### src/design/pwm_duty_frequency_capture_core_defines.svh
// Assertion macros for the PWM duty and frequency capture block
`ifndef PWM_DUTY_FREQUENCY_CAPTURE_CORE_DEFINES_SVH
`define PWM_DUTY_FREQUENCY_CAPTURE_CORE_DEFINES_SVH

// same-cycle implication, sampled on clk, off while rst_n is low
`define PDFC_ASSERT_IMPL(name, ante, cons, msg) \
    name: assert property (@(posedge clk) disable iff (!rst_n) (ante) |-> (cons)) \
        else $error(msg);

// next-cycle implication, sampled on clk, off while rst_n is low
`define PDFC_ASSERT_NEXT(name, ante, cons, msg) \
    name: assert property (@(posedge clk) disable iff (!rst_n) (ante) |=> (cons)) \
        else $error(msg);

`endif

### src/design/pdfc_pkg.sv
// Shared constants and types for the PWM duty and frequency capture block
package pdfc_pkg;

    localparam int COUNTER_WIDTH_DEF = 16;
    localparam int CLOCK_WIDTH       = 27;
    localparam int DUTY_WIDTH        = 7;

    localparam logic [CLOCK_WIDTH-1:0] CLOCK_RESET  = 27'd16000000;
    localparam logic [DUTY_WIDTH-1:0]  PERCENT_FULL = 7'd100;

    localparam logic OP_CAPTURE = 1'b0;
    localparam logic OP_RESTART = 1'b1;

    localparam logic [1:0] PH_FIRST  = 2'd0;
    localparam logic [1:0] PH_FALL   = 2'd1;
    localparam logic [1:0] PH_SECOND = 2'd2;
    localparam logic [1:0] PH_DONE   = 2'd3;

    typedef struct packed {
        logic busy;
        logic done;
    } div_stat_t;

endpackage

### src/design/pdfc_div.sv
// Restoring divider, one quotient bit per cycle
`include "pwm_duty_frequency_capture_core_defines.svh"

module pdfc_div import pdfc_pkg::*; #(
    parameter int COUNTER_WIDTH  = COUNTER_WIDTH_DEF,
    parameter int DIVIDEND_WIDTH = CLOCK_WIDTH
) (
    input  logic                      clk,
    input  logic                      rst_n,
    input  logic                      start,
    input  logic [DIVIDEND_WIDTH-1:0] dividend,
    input  logic [COUNTER_WIDTH-1:0]  divisor,
    output div_stat_t                 stat,
    output logic [DIVIDEND_WIDTH-1:0] quotient
);

    localparam int CNT_W = $clog2(DIVIDEND_WIDTH + 1);

    logic                      run_reg, run_next;
    logic                      done_reg, done_next;
    logic [CNT_W-1:0]          count_reg, count_next;
    logic [COUNTER_WIDTH-1:0]  rem_reg, rem_next;
    logic [DIVIDEND_WIDTH-1:0] quo_reg, quo_next;
    logic [COUNTER_WIDTH-1:0]  dvs_reg, dvs_next;

    logic [COUNTER_WIDTH:0]    rem_shift;
    logic [COUNTER_WIDTH:0]    diff;
    logic                      ge;

    assign rem_shift = {rem_reg, quo_reg[DIVIDEND_WIDTH-1]};
    assign ge        = rem_shift >= {1'b0, dvs_reg};
    assign diff      = rem_shift - {1'b0, dvs_reg};

    always_comb
    begin
        run_next   = run_reg;
        done_next  = 1'b0;
        count_next = count_reg;
        rem_next   = rem_reg;
        quo_next   = quo_reg;
        dvs_next   = dvs_reg;
        if (run_reg)
        begin
            rem_next   = ge ? diff[COUNTER_WIDTH-1:0] : rem_shift[COUNTER_WIDTH-1:0];
            quo_next   = {quo_reg[DIVIDEND_WIDTH-2:0], ge};
            count_next = count_reg - CNT_W'(1);
            if (count_reg == CNT_W'(1))
            begin
                run_next  = 1'b0;
                done_next = 1'b1;
            end
        end
        else if (start)
        begin
            run_next   = 1'b1;
            count_next = CNT_W'(DIVIDEND_WIDTH);
            rem_next   = '0;
            quo_next   = dividend;
            dvs_next   = divisor;
        end
    end

    always_ff @(posedge clk or negedge rst_n)
    begin
        if (!rst_n)
        begin
            run_reg   <= 1'b0;
            done_reg  <= 1'b0;
            count_reg <= '0;
        end
        else
        begin
            run_reg   <= run_next;
            done_reg  <= done_next;
            count_reg <= count_next;
        end
    end

    always_ff @(posedge clk)
    begin
        rem_reg <= rem_next;
        quo_reg <= quo_next;
        dvs_reg <= dvs_next;
    end

    assign stat.busy = run_reg;
    assign stat.done = done_reg;
    assign quotient  = quo_reg;

    `PDFC_ASSERT_NEXT(a_start_runs, start && !run_reg, run_reg, "divider did not start")
    `PDFC_ASSERT_NEXT(a_last_step_done, run_reg && count_reg == CNT_W'(1), done_reg && !run_reg,
        "divider did not finish on its last step")
    `PDFC_ASSERT_IMPL(a_done_idle, done_reg, !run_reg, "divider done while still running")

endmodule
### config.mk
export PLATFORM = sky130hd
export DESIGN_NAME = pdfc_div
export DESIGN_NICKNAME = d
export VERILOG_FILES = /design/src/design/pdfc_pkg.sv /design/src/design/pdfc_div.sv
export VERILOG_INCLUDE_DIRS = /design/src /design/src/design
export SDC_FILE = /design/constraint.sdc
export NUM_CORES = 1
export LEC_CHECK = 0
export BUFFER_PORTS_ARGS = -buffer_cell sky130_fd_sc_hd__buf_2
export CAP_MARGIN = 20
export CORE_ASPECT_RATIO = 1.25
export CORE_MARGIN = 3
export CORE_UTILIZATION = 51
export CTS_BUF_LIST = sky130_fd_sc_hd__clkbuf_2 sky130_fd_sc_hd__clkbuf_4 sky130_fd_sc_hd__clkbuf_8
export CTS_CLUSTER_DIAMETER = 120
export DETAILED_ROUTE_END_ITERATION = 8
export GPL_ROUTABILITY_DRIVEN = 0
export PLACE_DENSITY = 0.79
export SLEW_MARGIN = 10
export SYNTH_ARGS = -nofsm -noshare
export SYNTH_HDL_FRONTEND = slang
export SYNTH_SLANG_ARGS = --single-unit
### constraint.sdc
create_clock -name clk -period 2.2 [get_ports clk]
set_clock_uncertainty 0.15 [all_clocks]
set_input_delay 0.44 -clock clk [delete_from_list [all_inputs] [get_ports clk]]
set_output_delay 0.44 -clock clk [all_outputs]
set_load 0.05 [all_outputs]
# Yosys cells after proc, flatten, opt, wreduce, memory -nomap -nowiden
# Index checks and enable logic that the tools add are counted.
totals:
  word_cells: 25
  mem_bits_rw: 0
  inputBits: 46
  latch_bits: 0
  mem_bits_ro: 0
  mem_count: 0
  reg_bits: 66
  out_inout_bits: 29
op_classes:
  muxes: 12
  n_reduce_logical: 2
  n_lt_le_gt_ge: 1
  shifts: 0
  n_bitwise: 1
  add_sub_neg: 2
  n_div: 0
  eq_ne: 1
  multipliers: 0
ops:
  columns: ["operator", "count"]
  rows:
  - ["27-bit 2-to-1 mux", 2]
  - ["16-bit 2-to-1 mux", 3]
  - ["17-bit by 16-bit >= comparator with 1-bit output", 1]
  - ["16-bit subtractor", 1]
  - ["5-bit 2-to-1 mux", 2]
  - ["5-bit by 1-bit == test with 1-bit output, second input constant", 1]
  - ["1-bit 2-to-1 mux", 5]
  - ["5-bit by 1-bit subtractor with 5-bit output, second input constant", 1]
  - ["2-bit AND reduction", 1]
  - ["2-bit nonzero test", 1]
  - ["1-bit NOT", 1]

# Depth between registers and ports, before layout
depth:
  ltp_word: 3
  mapped_depth: 9
  mapped_depth_nobuf: 9

# Worst setup path after synthesis
# No wires, ideal clock.
synth_path:
  path_type: "reg-to-reg"
  start: "reg quo_reg[26], in the netlist quotient[26]"
  end: "reg rem_reg[12], data pin"
  required_ns: 1.784
  period_less_slack_ns: 2.639
  n_path_buf: 0
  setup_ns: 0.266
  setup_slack_ns: -0.439
  t_arrival_ns: 2.223
  path_stages_with_launch: 10
  cell_sequence: "edfxtp_1 inv_1 ha_1 fa_1 nor2b_1 o31a_1 o31ai_1 a31o_2 xor2_1 o22ai_1"
synth_via:
  elab_chain_cells: 3
  word_cells_on_any_way: 4
  cone_classes: "add/sub (1); order compare (1); mux (2)"
synth_lines:
  columns: ["item", "line", "source"]
  rows:
  - ["from (decl)", "pdfc_div.sv:23", "logic [DIVIDEND_WIDTH-1:0] quo_reg, quo_next;"]
  - ["from (signal assigned)", "pdfc_div.sv:82", "quo_reg <= quo_next;"]
  - ["16-bit subtractor or 17-bit by 16-bit >= comparator with 1-bit output (tied branches)", "pdfc_div.sv:32, pdfc_div.sv:31", null]
  - ["16-bit 2-to-1 mux (*)", "pdfc_div.sv:44", "rem_next = ge ? diff[COUNTER_WIDTH-1:0] : rem_shift[COUNTER_WIDTH-1:0];"]
  - ["16-bit 2-to-1 mux (*)", "pdfc_div.sv:42", "if (run_reg)"]
  - ["to (signal assigned)", "pdfc_div.sv:81", "rem_reg <= rem_next;"]
  - ["to (decl)", "pdfc_div.sv:22", "logic [COUNTER_WIDTH-1:0] rem_reg, rem_next;"]
# Every way passes the cells marked *; elsewhere a longest branch is shown, timed or not.
# A chain may end at the register's enable or synchronous reset.

# Worst setup path in the final report
layout_path:
  start: "reg rem_reg[0]"
  end: "reg rem_reg[6], data pin"
layout_via:
  elab_chain_cells: 3
  word_cells_on_any_way: 4
  cone_classes: "add/sub (1); order compare (1); mux (2)"
layout_lines:
  columns: ["item", "line"]
  rows:
  - ["16-bit subtractor or 17-bit by 16-bit >= comparator with 1-bit output (tied branches)", "pdfc_div.sv:32, pdfc_div.sv:31"]
  - ["16-bit 2-to-1 mux (*)", "pdfc_div.sv:44"]
  - ["16-bit 2-to-1 mux (*)", "pdfc_div.sv:42"]
# Marked as above.

==> flow_summary.ini <==
[cells_and_area]
instances_no_fill = 548
fin_area_sq_um = 5170
final_nets = 521
final_cell_mix = buf_2, buf_4, edfxtp_1
fin_util_pct = 76.4
drive_gt1_share_pct = 50.3
antenna-diode-count = 0
layout_commonest_cell = buf_2
fill_cells = 388
area_growth_pct = 41.7
largest_register_ffs = 27

[drt]
ant_nets = 0
drt_iter0_markers = 319
via_per_inst = 6.07
routed_wl_microns = 11000
vias = 3325
remaining_drc_errors = 0
routedWlPerCell_microns = 20.1
first_pass_iters = 5

[cts]
cts_tree = yes
cts_sinks = 66
clk-insertion-delay-late_ns = 0.35
cts_buffer_depth = 2
cts_root_buffer = clkbuf_8
cts_buffers = 9
htree_levels = 3
path_clk_slew_ns = 0.08

[power_and_ir_drop]
powerDensity_nw_per_um2 = 1740
p_comb_share_pct = 58.1
p_sw_mw = 3.92
power_mw = 8.97
internal_power_mw = 5.06
peakVddDrop_mv = 1.20
total_leakage_power_nw = 2.24
p_seq_share_pct = 27.3
switching_share_pct = 43.7
clkPwrFrac_pct = 14.6

[sta]
rsz0062_at_grt = yes
whs_ns = 0.105
relSlewSlack_pct = 61.2
fin_ws_ns = -0.491
drv_slew = 0
worstMarginPinSlew_ns = 0.581
setup_viol = 17
fmaxAchievable_mhz = 372
finalHoldViolations = 0
min_period_ns = 2.69
setup-tns-final_ns = -6.14
min_period_over_period_pct = 122

[min_path]
hp-start = divisor[11]
hold_depth = 1
min_to = dvs_reg[11]
hold_class = input pin to flip-flop

[critical_path]
cp_slowest_cell = edfxtp_1
crit_fanout = 3
critPathCaptureType = flip-flop
rr_endpoint = rem_reg[6]
crit_type = flip-flop to flip-flop
cp.arrival_ns = 2.62
crit_family = compound AO/OA/AOI/OAI gates
cp.required_ns = 2.13
critical_path_buf_inv_count = 3
crit_path_cell_trace = buf_6 > inv_2 > fa_2 > nor2b_2 > o31a_1 > buf_4 > o21a_1 > or3_1 > o211ai_1 > a21oi_1
r2r_start = rem_reg[0]
worst_setup_path_start_kind = flip-flop
reg2reg_slack_ns = -0.49
r2r_cells = 10
cpPeakStageDelay_ns = 0.51

[synthesis]
ys_seq_elements = 66
yosys-top-cells-area = edfxtp_1, mux2_2, ha_1
synth_async_sr_flop_share_pct = 10.6
synth_top_flop_cell = edfxtp_1
synthDominantAreaCellType = edfxtp_1
syn_nets = 375
synthCells = 310
synthesis.area_sq_um = 3650
ys_seq_area_share_pct = 53.3
synth_area_per_cell_sq_um = 11.8
synth.distinct_cells = 52
synth.top_cell.area_share_pct = 48.5
yosysWarnings = 0
synth_edf_count = 59

[floorplanning]
dieHeight_microns = 101
ios = 75
core-area_sq_um = 6770
row_count = 33
start_util_pct = 53.9
die_area_sq_um = 8210
die-width_microns = 81.7

[global_routing]
grt_pass1_wl_microns = 16000
grt_overflow = 0
grt_max_degree = 37
antenna_found_initial = 0
grt_pass1_vias = 3405
grt_usage_pct = 25.8

[place]
pre_cts_ws_ns = -0.317
portBuffers = 74
hpwl_microns = 6570
dp_cells = 515
place_area_sq_um = 4600

[run]
drv_cap = 0

[run_status]
status = finished with violations
failed_checks = setup timing
[worst register-to-register path, delay by kind of cell (launching register included)]
family / cells / cell delay (ns)
AO/OA/AOI/OAI: 4 / 0.73
adder cells (fa/ha/maj): 1 / 0.21
buffers and inverters: 3 / 0.36
flip-flops: 1 / 0.51
AND/OR/NAND/NOR: 2 / 0.45
[per-layer routing]
metal / track usage [%] / up-vias / wire, microns
met1: 29.3 / 1556 / 3870
met5: 0 / - / 0
met4: 15.0 / 0 / 646
met3: 6.44 / 75 / 1000
met2: 43.5 / 238 / 5520
li1: - / 1456 / -
[synthesized netlist by cell type (all sizes together) (4+ instances only)]
cell and instances:
a21oi 21, xor2 6, o21ai 16, a21o 5
nand3 13, o22ai 4, buf 4, inv 26
edfxtp 59, a211oi 5, or3 4, ha 18
nor2 16, mux2 26, nor3 6, dfrtp 7
nand2b 4, o21a 5, nand2 16, clkbuf 7
[worst max path at each step]
stage | startpoint | to | slack, ns | depth (start not counted)
floorplan | quotient[26] | rem_reg[12] | -0.33 | 9
global placement | rem_reg[2] | rem_reg[1] | -0.24 | 7
detailed placement | rem_reg[13] | rem_reg[3] | -0.32 | 8
CTS | quotient[26] | rem_reg[6] | -0.26 | 10
global route | rem_reg[0] | rem_reg[6] | -0.48 | 10
finish | rem_reg[0] | rem_reg[6] | -0.49 | 10
[power groups by stage]
stage	clock network [mW]	logic [mW]	registers, mW
after floorplan	0	2.20	3.24
after global placement	0	4.33	2.39
after detailed placement	0	4.48	2.41
after CTS	1.29	4.76	2.41
after global routing	1.35	5.48	2.50
final	1.31	5.21	2.45
[cells by family (layout without fill, tap and decap cells)]
kind of cell | Yosys count | after routing | share of synthesized area [%]
flip-flops | 66 | 66 | 53.3
buffers and inverters | 37 | 186 | 4.32
AO/OA/AOI/OAI | 78 | 79 | 14.7
multiplexers | 28 | 28 | 8.57
XOR/XNOR | 9 | 9 | 2.16
adder cells (fa/ha/maj) | 19 | 19 | 6.72
AND/OR/NAND/NOR | 73 | 74 | 10.1
[timing repair]
action                                 in CTS  in global routing
hold buffers                                1                  0
endpoints found under the hold margin       7                  0
setup endpoints to repair                  17                 17
setup buffers                               8                  7
pin swaps                                  17                 30
gates resized for setup                    22                 21
cloned                                      2                  0
[final cells by class]
class                           count  area, sq um  area share [%]
Multi-Input combinational cell    209         1830            35.4
Clock buffer                       10          131            2.54
Inverter                           26         97.6            1.89
Tap cell                           87          109            2.11
Timing Repair Buffer              144          938            18.1
Clock inverter                      6          115            2.23
Sequential cell                    66         1950            37.6
No activity file was read; power rests on OpenSTA's default activity.
